## src/design/pcet_pkg.sv

```systemverilog
// shared constants, codes and helpers for the pointer cell event tracker
package pcet_pkg;

   // fixed point and field widths
   localparam int FRAC_BITS        = 8;
   localparam int MAX_SCREEN       = 8192;
   localparam int MAX_FINGER_TICKS = 5;

   localparam int KIND_W   = 2;
   localparam int DELTA_W  = 24;
   localparam int ABS_W    = 21;
   localparam int CODE_W   = 10;
   localparam int SCROLL_W = 24;
   localparam int SCR_W    = 14;
   localparam int CELL_W   = 8;
   localparam int CELLPOS_W = 14;
   localparam int SUB_W    = 8;
   localparam int ID_W     = 3;
   localparam int PK_W     = 2;
   localparam int CSR_IDX_W = 2;

   // whole pixel index width and stored position width
   localparam int PX_W   = $clog2(MAX_SCREEN);
   localparam int POS_W  = PX_W + FRAC_BITS;
   localparam int CAND_W = DELTA_W + 2;
   // dividend is the whole pixel followed by the sub-cell fraction bits
   localparam int DIV_W  = PX_W + SUB_W;
   localparam int TICK_W = $clog2(MAX_FINGER_TICKS + 1);

   // register reset values
   localparam logic [SCR_W-1:0]  SCREEN_W_RST = SCR_W'(1920);
   localparam logic [SCR_W-1:0]  SCREEN_H_RST = SCR_W'(1080);
   localparam logic [CELL_W-1:0] CELL_W_RST   = CELL_W'(8);
   localparam logic [CELL_W-1:0] CELL_H_RST   = CELL_W'(16);
   localparam logic [POS_W-1:0]  POS_X_RST    = POS_W'((1920 << FRAC_BITS) / 2);
   localparam logic [POS_W-1:0]  POS_Y_RST    = POS_W'((1080 << FRAC_BITS) / 2);

   // scroll thresholds
   localparam logic [SCROLL_W-1:0] WHEEL_THR  = SCROLL_W'(1 << FRAC_BITS);
   localparam logic [SCROLL_W-1:0] FINGER_THR = SCROLL_W'(10 << FRAC_BITS);

   // register indexes
   localparam logic [CSR_IDX_W-1:0] CSR_SCREEN_W = 2'd0;
   localparam logic [CSR_IDX_W-1:0] CSR_SCREEN_H = 2'd1;
   localparam logic [CSR_IDX_W-1:0] CSR_CELL_W   = 2'd2;
   localparam logic [CSR_IDX_W-1:0] CSR_CELL_H   = 2'd3;

   // input kinds
   localparam logic [KIND_W-1:0] KIND_REL    = 2'd0;
   localparam logic [KIND_W-1:0] KIND_ABS    = 2'd1;
   localparam logic [KIND_W-1:0] KIND_BUTTON = 2'd2;
   localparam logic [KIND_W-1:0] KIND_SCROLL = 2'd3;

   // evdev button codes
   localparam logic [CODE_W-1:0] CODE_LEFT   = 10'h110;
   localparam logic [CODE_W-1:0] CODE_RIGHT  = 10'h111;
   localparam logic [CODE_W-1:0] CODE_MIDDLE = 10'h112;

   // result button ids
   localparam logic [ID_W-1:0] ID_LEFT       = 3'd0;
   localparam logic [ID_W-1:0] ID_RIGHT      = 3'd1;
   localparam logic [ID_W-1:0] ID_MIDDLE     = 3'd2;
   localparam logic [ID_W-1:0] ID_MOVE       = 3'd3;
   localparam logic [ID_W-1:0] ID_WHEEL_UP   = 3'd4;
   localparam logic [ID_W-1:0] ID_WHEEL_DOWN = 3'd5;

   // result press kinds
   localparam logic [PK_W-1:0] PK_PRESS   = 2'd0;
   localparam logic [PK_W-1:0] PK_RELEASE = 2'd1;
   localparam logic [PK_W-1:0] PK_DRAG    = 2'd2;

   // screen size minus one after forcing the register into 1..MAX_SCREEN
   function automatic logic [PX_W-1:0] size_m1(input logic [SCR_W-1:0] r);
      logic [PX_W-1:0] res;
      if (r == '0) begin
         res = '0;
      end else if (r > SCR_W'(MAX_SCREEN)) begin
         res = PX_W'(MAX_SCREEN - 1);
      end else begin
         res = PX_W'(r - SCR_W'(1));
      end
      return res;
   endfunction

   // clamp a signed candidate position into 0..hi
   function automatic logic [POS_W-1:0] clamp_pos(input logic [CAND_W-1:0] p,
                                                  input logic [POS_W-1:0] hi);
      logic [POS_W-1:0] res;
      if (p[CAND_W-1]) begin
         res = '0;
      end else if (p > {{(CAND_W-POS_W){1'b0}}, hi}) begin
         res = hi;
      end else begin
         res = p[POS_W-1:0];
      end
      return res;
   endfunction

endpackage

```

## src/design/pcet_serdiv.sv

```systemverilog
// bit-serial restoring divider, one quotient bit per cycle
module pcet_serdiv (
   input  logic                             clock,
   input  logic                             reset,
   input  logic                             start,
   input  logic [pcet_pkg::DIV_W-1:0]       dividend,
   input  logic [pcet_pkg::CELL_W-1:0]      divisor,
   output logic                             busy,
   output logic [pcet_pkg::DIV_W-1:0]       quotient
);

   localparam int CNT_W = $clog2(pcet_pkg::DIV_W);

   logic                           busy_ff, busy_in;
   logic [CNT_W-1:0]               cnt_ff, cnt_in;
   logic [pcet_pkg::CELL_W-1:0]    rem_ff, rem_in;
   logic [pcet_pkg::CELL_W-1:0]    dsr_ff, dsr_in;
   logic [pcet_pkg::DIV_W-1:0]     dq_ff, dq_in;
   logic [pcet_pkg::CELL_W:0]      trial;
   logic [pcet_pkg::CELL_W:0]      diff;
   logic                           ge;

   // partial remainder shifted left with the next dividend bit
   assign trial = {rem_ff, dq_ff[pcet_pkg::DIV_W-1]};
   assign ge    = trial >= {1'b0, dsr_ff};
   assign diff  = trial - {1'b0, dsr_ff};

   always_comb begin
      busy_in = busy_ff;
      cnt_in  = cnt_ff;
      rem_in  = rem_ff;
      dsr_in  = dsr_ff;
      dq_in   = dq_ff;
      if (start) begin
         busy_in = 1'b1;
         cnt_in  = '0;
         rem_in  = '0;
         dsr_in  = divisor;
         dq_in   = dividend;
      end else if (busy_ff) begin
         rem_in = ge ? diff[pcet_pkg::CELL_W-1:0] : trial[pcet_pkg::CELL_W-1:0];
         dq_in  = {dq_ff[pcet_pkg::DIV_W-2:0], ge};
         cnt_in = cnt_ff + CNT_W'(1);
         if (cnt_ff == CNT_W'(pcet_pkg::DIV_W - 1)) begin
            busy_in = 1'b0;
         end
      end
   end

   always_ff @(posedge clock) begin
      if (reset) begin
         busy_ff <= 1'b0;
         cnt_ff  <= '0;
      end else begin
         busy_ff <= busy_in;
         cnt_ff  <= cnt_in;
      end
      rem_ff <= rem_in;
      dsr_ff <= dsr_in;
      dq_ff  <= dq_in;
   end

   assign busy     = busy_ff;
   assign quotient = dq_ff;

endmodule

```

## src/design/pointer_cell_event_tracker.sv

```systemverilog
// top level: pointer position, text cell tracking and event generation
//
// One item is taken at a time. Relative or absolute motion and left, right or
// middle buttons pass these steps when the cell size is known: the transfer
// cycle clamps the motion position, the load state starts both bit-serial dividers,
// 21 division steps follow (x and y lanes side by side, giving the cell and the
// sub-cell offset from the same division), the end of the division compares
// and the emit state loads the output register. The result becomes valid in
// the cycle in which the next item can be taken. Scroll gives one result per
// step in the scroll state (at most 5), or none when it is below one step.
// Items that give no result free the input in the next cycle (motion with an
// unknown cell size, other buttons) or after the comparison (no cell change).
// The output register holds one result, so the next item is taken while it
// waits for rsp_tready; a further result waits in the engine until it frees.
module pointer_cell_event_tracker (
   input  logic                                clock,
   input  logic                                reset,
   input  logic                                req_tvalid,
   output logic                                req_tready,
   // delta_x, delta_y, abs_x, abs_y, button_code, button_down,
   // scroll_amount, scroll_is_wheel, zero pad
   input  logic [127:0]                        req_tdata,
   // kind
   input  logic [pcet_pkg::KIND_W-1:0]         req_tuser,
   output logic                                rsp_tvalid,
   input  logic                                rsp_tready,
   // cell_col, cell_row, sub_x, sub_y, zero pad
   output logic [47:0]                         rsp_tdata,
   // button_id, press_kind
   output logic [4:0]                          rsp_tuser,
   output logic                                rsp_tlast,
   input  logic                                csr_we,
   input  logic [pcet_pkg::CSR_IDX_W-1:0]      csr_index,
   input  logic [pcet_pkg::SCR_W-1:0]          csr_wdata
);

   localparam logic [2:0] ST_IDLE   = 3'd0;
   localparam logic [2:0] ST_LOAD   = 3'd1;
   localparam logic [2:0] ST_DIV    = 3'd2;
   localparam logic [2:0] ST_EMIT   = 3'd3;
   localparam logic [2:0] ST_SCROLL = 3'd4;

   // input fields
   logic [pcet_pkg::DELTA_W-1:0]  delta_x, delta_y;
   logic [pcet_pkg::ABS_W-1:0]    abs_x, abs_y;
   logic [pcet_pkg::CODE_W-1:0]   button_code;
   logic                          button_down;
   logic [pcet_pkg::SCROLL_W-1:0] scroll_amount;
   logic                          scroll_is_wheel;

   assign delta_x         = req_tdata[23:0];
   assign delta_y         = req_tdata[47:24];
   assign abs_x           = req_tdata[68:48];
   assign abs_y           = req_tdata[89:69];
   assign button_code     = req_tdata[99:90];
   assign button_down     = req_tdata[100];
   assign scroll_amount   = req_tdata[124:101];
   assign scroll_is_wheel = req_tdata[125];

   // configuration
   logic [pcet_pkg::SCR_W-1:0]  screen_w_ff, screen_h_ff;
   logic [pcet_pkg::CELL_W-1:0] cell_w_ff, cell_h_ff;

   // engine state
   logic [2:0]                     state_ff, state_in;
   logic [pcet_pkg::POS_W-1:0]     pos_x_ff, pos_x_in, pos_y_ff, pos_y_in;
   logic [pcet_pkg::CELLPOS_W-1:0] cur_col_ff, cur_col_in, cur_row_ff, cur_row_in;
   logic                           motion_ff, motion_in;
   logic [pcet_pkg::ID_W-1:0]      id_ff, id_in;
   logic [pcet_pkg::PK_W-1:0]      pk_ff, pk_in;
   logic [pcet_pkg::SUB_W-1:0]     sub_x_ff, sub_x_in, sub_y_ff, sub_y_in;
   logic [pcet_pkg::SCROLL_W-1:0]  mag_ff, mag_in;
   logic                           wheel_ff, wheel_in;
   logic [pcet_pkg::TICK_W-1:0]    tick_ff, tick_in;

   // output register
   logic                           out_valid_ff, out_valid_in;
   logic [pcet_pkg::ID_W-1:0]      out_id_ff, out_id_in;
   logic [pcet_pkg::PK_W-1:0]      out_pk_ff, out_pk_in;
   logic [pcet_pkg::CELLPOS_W-1:0] out_col_ff, out_col_in, out_row_ff, out_row_in;
   logic [pcet_pkg::SUB_W-1:0]     out_sx_ff, out_sx_in, out_sy_ff, out_sy_in;
   logic                           out_last_ff, out_last_in;

   // helpers
   logic                           req_xfer;
   logic                           out_free;
   logic                           cell_known;
   logic [pcet_pkg::POS_W-1:0]     hi_x, hi_y;
   logic [pcet_pkg::CAND_W-1:0]    cand_x, cand_y;
   logic [pcet_pkg::SCROLL_W-1:0]  scroll_mag;
   logic [pcet_pkg::SCROLL_W-1:0]  thr, mag_rest;
   logic [pcet_pkg::TICK_W-1:0]    cap;
   logic                           scroll_last;
   logic                           div_start, div_busy_x, div_busy_y;
   logic [pcet_pkg::DIV_W-1:0]     quo_x, quo_y;
   logic [pcet_pkg::CELLPOS_W-1:0] new_col, new_row;

   assign req_tready = (state_ff == ST_IDLE);
   assign req_xfer   = req_tvalid && req_tready;
   assign out_free   = !out_valid_ff || rsp_tready;
   assign cell_known = (cell_w_ff != '0) && (cell_h_ff != '0);

   assign hi_x = {pcet_pkg::size_m1(screen_w_ff), {pcet_pkg::FRAC_BITS{1'b0}}};
   assign hi_y = {pcet_pkg::size_m1(screen_h_ff), {pcet_pkg::FRAC_BITS{1'b0}}};

   always_comb begin
      if (req_tuser == pcet_pkg::KIND_REL) begin
         cand_x = {{(pcet_pkg::CAND_W-pcet_pkg::POS_W){1'b0}}, pos_x_ff}
                + {{(pcet_pkg::CAND_W-pcet_pkg::DELTA_W){delta_x[pcet_pkg::DELTA_W-1]}},
                   delta_x};
         cand_y = {{(pcet_pkg::CAND_W-pcet_pkg::POS_W){1'b0}}, pos_y_ff}
                + {{(pcet_pkg::CAND_W-pcet_pkg::DELTA_W){delta_y[pcet_pkg::DELTA_W-1]}},
                   delta_y};
      end else begin
         cand_x = {{(pcet_pkg::CAND_W-pcet_pkg::ABS_W){1'b0}}, abs_x};
         cand_y = {{(pcet_pkg::CAND_W-pcet_pkg::ABS_W){1'b0}}, abs_y};
      end
   end

   // magnitude of the most negative value still fits as unsigned
   assign scroll_mag = scroll_amount[pcet_pkg::SCROLL_W-1] ? (~scroll_amount + 1'b1)
                                                           : scroll_amount;

   assign thr         = wheel_ff ? pcet_pkg::WHEEL_THR : pcet_pkg::FINGER_THR;
   assign cap         = wheel_ff ? pcet_pkg::TICK_W'(1)
                                 : pcet_pkg::TICK_W'(pcet_pkg::MAX_FINGER_TICKS);
   assign mag_rest    = mag_ff - thr;
   assign scroll_last = (mag_rest < thr) || ((tick_ff + pcet_pkg::TICK_W'(1)) == cap);

   assign div_start = (state_ff == ST_LOAD);

   pcet_serdiv u_div_x (
      .clock    (clock),
      .reset    (reset),
      .start    (div_start),
      .dividend ({pos_x_ff[pcet_pkg::POS_W-1:pcet_pkg::FRAC_BITS],
                  {pcet_pkg::SUB_W{1'b0}}}),
      .divisor  (cell_w_ff),
      .busy     (div_busy_x),
      .quotient (quo_x)
   );

   pcet_serdiv u_div_y (
      .clock    (clock),
      .reset    (reset),
      .start    (div_start),
      .dividend ({pos_y_ff[pcet_pkg::POS_W-1:pcet_pkg::FRAC_BITS],
                  {pcet_pkg::SUB_W{1'b0}}}),
      .divisor  (cell_h_ff),
      .busy     (div_busy_y),
      .quotient (quo_y)
   );

   // upper quotient bits are the cell, lower bits the fraction of a cell
   assign new_col = {{(pcet_pkg::CELLPOS_W-pcet_pkg::PX_W){1'b0}},
                     quo_x[pcet_pkg::DIV_W-1:pcet_pkg::SUB_W]};
   assign new_row = {{(pcet_pkg::CELLPOS_W-pcet_pkg::PX_W){1'b0}},
                     quo_y[pcet_pkg::DIV_W-1:pcet_pkg::SUB_W]};

   always_comb begin
      state_in     = state_ff;
      pos_x_in     = pos_x_ff;
      pos_y_in     = pos_y_ff;
      cur_col_in   = cur_col_ff;
      cur_row_in   = cur_row_ff;
      motion_in    = motion_ff;
      id_in        = id_ff;
      pk_in        = pk_ff;
      sub_x_in     = sub_x_ff;
      sub_y_in     = sub_y_ff;
      mag_in       = mag_ff;
      wheel_in     = wheel_ff;
      tick_in      = tick_ff;
      out_valid_in = out_valid_ff && !rsp_tready;
      out_id_in    = out_id_ff;
      out_pk_in    = out_pk_ff;
      out_col_in   = out_col_ff;
      out_row_in   = out_row_ff;
      out_sx_in    = out_sx_ff;
      out_sy_in    = out_sy_ff;
      out_last_in  = out_last_ff;

      unique case (state_ff)
         ST_IDLE: begin
            if (req_xfer) begin
               unique case (req_tuser)
                  pcet_pkg::KIND_REL, pcet_pkg::KIND_ABS: begin
                     if (cell_known) begin
                        pos_x_in  = pcet_pkg::clamp_pos(cand_x, hi_x);
                        pos_y_in  = pcet_pkg::clamp_pos(cand_y, hi_y);
                        motion_in = 1'b1;
                        id_in     = pcet_pkg::ID_MOVE;
                        pk_in     = pcet_pkg::PK_DRAG;
                        state_in  = ST_LOAD;
                     end
                  end
                  pcet_pkg::KIND_BUTTON: begin
                     motion_in = 1'b0;
                     pk_in     = button_down ? pcet_pkg::PK_PRESS : pcet_pkg::PK_RELEASE;
                     sub_x_in  = '0;
                     sub_y_in  = '0;
                     priority if (button_code == pcet_pkg::CODE_LEFT) begin
                        id_in    = pcet_pkg::ID_LEFT;
                        state_in = cell_known ? ST_LOAD : ST_EMIT;
                     end else if (button_code == pcet_pkg::CODE_RIGHT) begin
                        id_in    = pcet_pkg::ID_RIGHT;
                        state_in = cell_known ? ST_LOAD : ST_EMIT;
                     end else if (button_code == pcet_pkg::CODE_MIDDLE) begin
                        id_in    = pcet_pkg::ID_MIDDLE;
                        state_in = cell_known ? ST_LOAD : ST_EMIT;
                     end else begin
                        state_in = ST_IDLE;
                     end
                  end
                  pcet_pkg::KIND_SCROLL: begin
                     mag_in   = scroll_mag;
                     wheel_in = scroll_is_wheel;
                     tick_in  = '0;
                     id_in    = scroll_amount[pcet_pkg::SCROLL_W-1] ? pcet_pkg::ID_WHEEL_UP
                                                                    : pcet_pkg::ID_WHEEL_DOWN;
                     state_in = ST_SCROLL;
                  end
                  default: begin
                     state_in = ST_IDLE;
                  end
               endcase
            end
         end
         ST_LOAD: begin
            state_in = ST_DIV;
         end
         ST_DIV: begin
            if (!div_busy_x && !div_busy_y) begin
               // offset from centre: fraction minus one half
               sub_x_in = quo_x[pcet_pkg::SUB_W-1:0] ^ {1'b1, {(pcet_pkg::SUB_W-1){1'b0}}};
               sub_y_in = quo_y[pcet_pkg::SUB_W-1:0] ^ {1'b1, {(pcet_pkg::SUB_W-1){1'b0}}};
               if (motion_ff) begin
                  if ((new_col == cur_col_ff) && (new_row == cur_row_ff)) begin
                     state_in = ST_IDLE;
                  end else begin
                     cur_col_in = new_col;
                     cur_row_in = new_row;
                     state_in   = ST_EMIT;
                  end
               end else begin
                  state_in = ST_EMIT;
               end
            end
         end
         ST_EMIT: begin
            if (out_free) begin
               out_valid_in = 1'b1;
               out_id_in    = id_ff;
               out_pk_in    = pk_ff;
               out_col_in   = cur_col_ff;
               out_row_in   = cur_row_ff;
               out_sx_in    = sub_x_ff;
               out_sy_in    = sub_y_ff;
               out_last_in  = 1'b1;
               state_in     = ST_IDLE;
            end
         end
         ST_SCROLL: begin
            // below one step on entry means no result at all
            if (mag_ff < thr) begin
               state_in = ST_IDLE;
            end else if (out_free) begin
               out_valid_in = 1'b1;
               out_id_in    = id_ff;
               out_pk_in    = pcet_pkg::PK_PRESS;
               out_col_in   = cur_col_ff;
               out_row_in   = cur_row_ff;
               out_sx_in    = '0;
               out_sy_in    = '0;
               out_last_in  = scroll_last;
               mag_in       = mag_rest;
               tick_in      = tick_ff + pcet_pkg::TICK_W'(1);
               if (scroll_last) begin
                  state_in = ST_IDLE;
               end
            end
         end
         default: begin
            state_in = ST_IDLE;
         end
      endcase
   end

   always_ff @(posedge clock) begin
      if (reset) begin
         screen_w_ff  <= pcet_pkg::SCREEN_W_RST;
         screen_h_ff  <= pcet_pkg::SCREEN_H_RST;
         cell_w_ff    <= pcet_pkg::CELL_W_RST;
         cell_h_ff    <= pcet_pkg::CELL_H_RST;
         state_ff     <= ST_IDLE;
         pos_x_ff     <= pcet_pkg::POS_X_RST;
         pos_y_ff     <= pcet_pkg::POS_Y_RST;
         cur_col_ff   <= '1;
         cur_row_ff   <= '1;
         out_valid_ff <= 1'b0;
      end else begin
         if (csr_we) begin
            unique case (csr_index)
               pcet_pkg::CSR_SCREEN_W: screen_w_ff <= csr_wdata;
               pcet_pkg::CSR_SCREEN_H: screen_h_ff <= csr_wdata;
               pcet_pkg::CSR_CELL_W:   cell_w_ff   <= csr_wdata[pcet_pkg::CELL_W-1:0];
               pcet_pkg::CSR_CELL_H:   cell_h_ff   <= csr_wdata[pcet_pkg::CELL_W-1:0];
               default: begin
               end
            endcase
         end
         state_ff     <= state_in;
         pos_x_ff     <= pos_x_in;
         pos_y_ff     <= pos_y_in;
         cur_col_ff   <= cur_col_in;
         cur_row_ff   <= cur_row_in;
         out_valid_ff <= out_valid_in;
      end
      motion_ff   <= motion_in;
      id_ff       <= id_in;
      pk_ff       <= pk_in;
      sub_x_ff    <= sub_x_in;
      sub_y_ff    <= sub_y_in;
      mag_ff      <= mag_in;
      wheel_ff    <= wheel_in;
      tick_ff     <= tick_in;
      out_id_ff   <= out_id_in;
      out_pk_ff   <= out_pk_in;
      out_col_ff  <= out_col_in;
      out_row_ff  <= out_row_in;
      out_sx_ff   <= out_sx_in;
      out_sy_ff   <= out_sy_in;
      out_last_ff <= out_last_in;
   end

   assign rsp_tvalid = out_valid_ff;
   assign rsp_tdata  = {4'b0, out_sy_ff, out_sx_ff, out_row_ff, out_col_ff};
   assign rsp_tuser  = {out_pk_ff, out_id_ff};
   assign rsp_tlast  = out_last_ff;

endmodule

```

## config.mk

```make
export PLATFORM = sky130hd
export DESIGN_NAME = pointer_cell_event_tracker
export DESIGN_NICKNAME = d
export VERILOG_FILES = /design/src/design/pcet_pkg.sv /design/src/design/pcet_serdiv.sv /design/src/design/pointer_cell_event_tracker.sv
export SDC_FILE = /design/constraint.sdc
export NUM_CORES = 1
export LEC_CHECK = 0
export BUFFER_PORTS_ARGS = -buffer_cell sky130_fd_sc_hd__clkbuf_2
export CAP_MARGIN = 10
export CELL_PAD_IN_SITES_DETAIL_PLACEMENT = 2
export CELL_PAD_IN_SITES_GLOBAL_PLACEMENT = 2
export CORE_MARGIN = 1
export CORE_UTILIZATION = 35
export CTS_BUF_LIST = sky130_fd_sc_hd__clkbuf_4
export DETAILED_ROUTE_END_ITERATION = 7
export PLACE_DENSITY_LB_ADDON = 0.25
export SLEW_MARGIN = 20
export SYNTH_ARGS = -nofsm -noshare
export SYNTH_HDL_FRONTEND = slang
export SYNTH_HIERARCHICAL = 1
export SYNTH_SLANG_ARGS = --single-unit
export TNS_END_PERCENT = 50
```

## constraint.sdc

```tcl
create_clock -name clock -period 4.8 [get_ports clock]
set_clock_uncertainty 0.15 [all_clocks]
set_input_delay 0.48 -clock clock [delete_from_list [all_inputs] [get_ports clock]]
set_output_delay 0.48 -clock clock [all_outputs]
set_load 0.02 [all_outputs]
```

==> results.toml <==
[outcome]
status = "complete, but fails checks"
violations = "negative setup slack"

[synthesis]
yosysMostFrequentCell = "nand2_1"
async_reset_ff_frac = 0
synth-xor-area-share = 0.06021
synth_compound_gate_area_share = 0.1752
synthTopCellsByArea = "edfxtp_1, dfxtp_1, ha_1"
yosysWarnings = 6
seq_area_frac_synth = 0.4244
synth_ff_type = "edfxtp_1"
muxShareOfSynthArea = 0.04235
synth_top_area_cell = "edfxtp_1"
syn_inst = 1802
synth_top_area_frac = 0.2567
yosys.area_share.simple = 0.1866
synthTopCellsByCount = "nand2_1, edfxtp_1, dfxtp_1"
synthesis.area_mm2 = 0.01731
synth_top_family_by_area = "simple AND/OR/NAND/NOR gates"
syn_avg_cell_area_um2 = 9.607
synth_edf_count = 148
ys_ff_latch = 293
synthAdderAreaFrac = 0.07661
synth_cell_types = 94

[timing]
hold_viol = 0
slew_violations = 0
fin_hold_ws_ns = 0.06029
fin_ws_ns = -0.4310
fmax_ghz = 0.1912
fin_crit_ns = 5.231
max_slew.worst_pin.slew_ns = 1.058
finalCritPeriodShare = 1.090
grt_setup_unrepaired = "yes"
fin_setup_tns_ns = -9.028
slew_headroom = 0.2921
setup_viol = 30

[drt]
vias_per_cell = 5.344
drt_iter0_drc = 497
wl_per_cell_um = 22.47
post-route-drc-count = 0
vias = 16310
ant_nets = 0
totalWireLength_um = 68540
drt-pass1-iter-count = 4

[cells_and_area]
utilization = 0.4651
final_nets = 2568
drive_gt1_frac = 0.2949
fill_cells = 5238
area.growth.synth_to_final_pct = 31.24

[critical_path]
slowest_delay_ns = 0.46
required_ns = 5.34
critPathKind = "register to register"
cp_cell_sequence = "ha_2 > o21a_1 > o21ai_0 > a2111oi_4 > o211ai_1 > a31o_2 > xnor2_1 > o21ai_1 > ha_1 > nand4_1 > nor4_4 > o211ai_1 > or3_1 > or4_4 > a211oi_4 > buf_6 > a21oi_4 > or2_0 > o211ai_1"
crit_arrival_ns = 5.78
critPathLaunchType = "register"
cp_common_cell = "o211ai_1"
crit_slowest_cell = "or4_4"
critPathCaptureType = "register"
critPathMaxFanout = 6

[floorplanning]
rows = 81
pin_count = 207
core-area_mm2 = 0.04885
initial_core_util = 0.3544
die_h_um = 224.4
die_x_um = 224.4
dieArea_mm2 = 0.05036

[clock_network]
clk_latency_ns = 0.84
cts.clk_slew.worst_paths_ns = 0.07
clock-sinks = 293
clk_path_buf_depth = 3
tritoncts = "yes"
htree_levels = 3
cts_root_buf = "clkbuf_4"
cts_buffers = 84

[place]
dp_hpwl_um = 48280
numPortBuffers = 200
place_congestion = 0.8736
post-place-ws_ns = -0.9564

[pwr]
power-per-cell-area_mw_per_mm2 = 449.0
peakVddDrop_mv = 0.1994
p_leak_nw = 9.407

[run]
max_cap_violations = 0

[hold_path]
hp-class = "primary input to register"

[grt]
grt-ovfl-total = 0
antenna_found_initial = 2
grt_pass1_wl_um = 105200
grt_pass1_vias = 18730
grt_max_degree = 61
track_usage = 0.2705
-- sequential cells by signal, indices dropped and copies added, names as in the netlist, 13 cells and up --
name	cells
mag_ff	16
screen_w_ff	14
out_row_ff	13
cur_row_ff	13
screen_h_ff	14
u_div_x/quotient	21
pos_y_ff	21
out_col_ff	14
cur_col_ff	14
u_div_y/quotient	21
pos_x_ff	21
-- stage by stage --
stage | power, mW | instance area (µm²) | cells
after CTS | 10.20 | 22560 | 3042
after global placement | 7.235 | 20520 | 2815
after floorplan | 6.133 | 17400 | 1821
after detailed placement | 7.517 | 20520 | 2815
after global routing | 10.78 | 22720 | 3049
final | 10.20 | 22720 | 3051
-- final cells by class --
cell class / instances / area [µm²] / area share
Inverter: 59 / 221.5 / 0.009747
Antenna cell: 3 / 7.507 / 0.0003304
Sequential cell: 293 / 7351 / 0.3235
Tap cell: 664 / 830.8 / 0.03657
Timing Repair Buffer: 487 / 3382 / 0.1489
Clock inverter: 34 / 201.4 / 0.008866
Clock buffer: 122 / 915.9 / 0.04031
Multi-Input combinational cell: 1389 / 9811 / 0.4318
-- where the power goes --
part	total [mW]	leakage (nW)	internal, mW	switching, mW
combinational	3.82	6.24	1.65	2.17
clock	2.52	0.659	1.29	1.23
sequential	3.86	2.51	3.37	0.486
-- what timing repair did --
item / CTS / global route
hold buffers: 65 / 0
endpoints found under the setup margin: 42 / 42
pin swaps: 29 / 22
gates resized for setup: 56 / 22
setup buffers: 7 / 6
hold endpoints to repair: 92 / 0
-- layer usage --
layer / vias up / global-route usage / wire length, µm
li1: 7641 / - / -
met1: 8155 / 0.3123 / 28870
met2: 343 / 0.4838 / 34570
met3: 164 / 0.04624 / 2359
met4: 2 / 0.1286 / 2733
met5: - / 0 / 13
-- critical path, delay by kind of cell, from the launching register on --
family,cells,cell delay (ns)
adder cells (fa/ha/maj),2,0.71
AO/OA/AOI/OAI,10,2.04
flip-flops,1,0.32
buffers and inverters,1,0.15
XOR/XNOR,1,0.15
AND/OR/NAND/NOR,5,1.63
-- cell families after synthesis --
group | count (synthesis)
buffers and inverters | 139
other | 1
flip-flops | 293
AND/OR/NAND/NOR | 638
adder cells (fa/ha/maj) | 103
AO/OA/AOI/OAI | 442
XOR/XNOR | 119
multiplexers | 67
-- path summary, 6_finish.rpt --
| check | from | cells past startpoint | to | slack, ns |
|---|---|---|---|---|
| setup reg to reg | pos_y_ff[7]$_SDFFE_PP0P_ | 19 | pos_y_ff[8]$_SDFFE_PP0P_ | -0.43 |
| hold / removal | req_tdata[71] | 3 | pos_y_ff[2]$_SDFFE_PP0P_ | 0.06 |
| setup / recovery | pos_y_ff[7]$_SDFFE_PP0P_ | 19 | pos_y_ff[8]$_SDFFE_PP0P_ | -0.43 |
| hold reg to reg | id_ff[2]$_DFFE_PP_ | 0 | out_id_ff[2]$_DFFE_PP_ | 0.32 |
-- placed cells by master, fill, tap and decap left out, drive strengths merged, types with 12 or more instances in the layout --
cell         instances
clkinv              29
conb                20
dlygate4sd3         65
nor2b               42
nand3b              22
xor2                68
xnor2               51
nand2b              21
a21oi              123
a31oi               13
a211oi              23
ha                  98
and2                46
o21ai               91
a211o               32
o211ai              16
inv                 60
buf                223
or2                 20
clkbuf             321
nand3               32
a21o                37
nand2              233
nor3                41
a22o                12
nand4               17
o21a                14
dfxtp              145
mux2                44
or3                 13
edfxtp             148
nor4                25
nor2                82
mux2i               23
No activity file was read; power rests on OpenSTA's default activity.
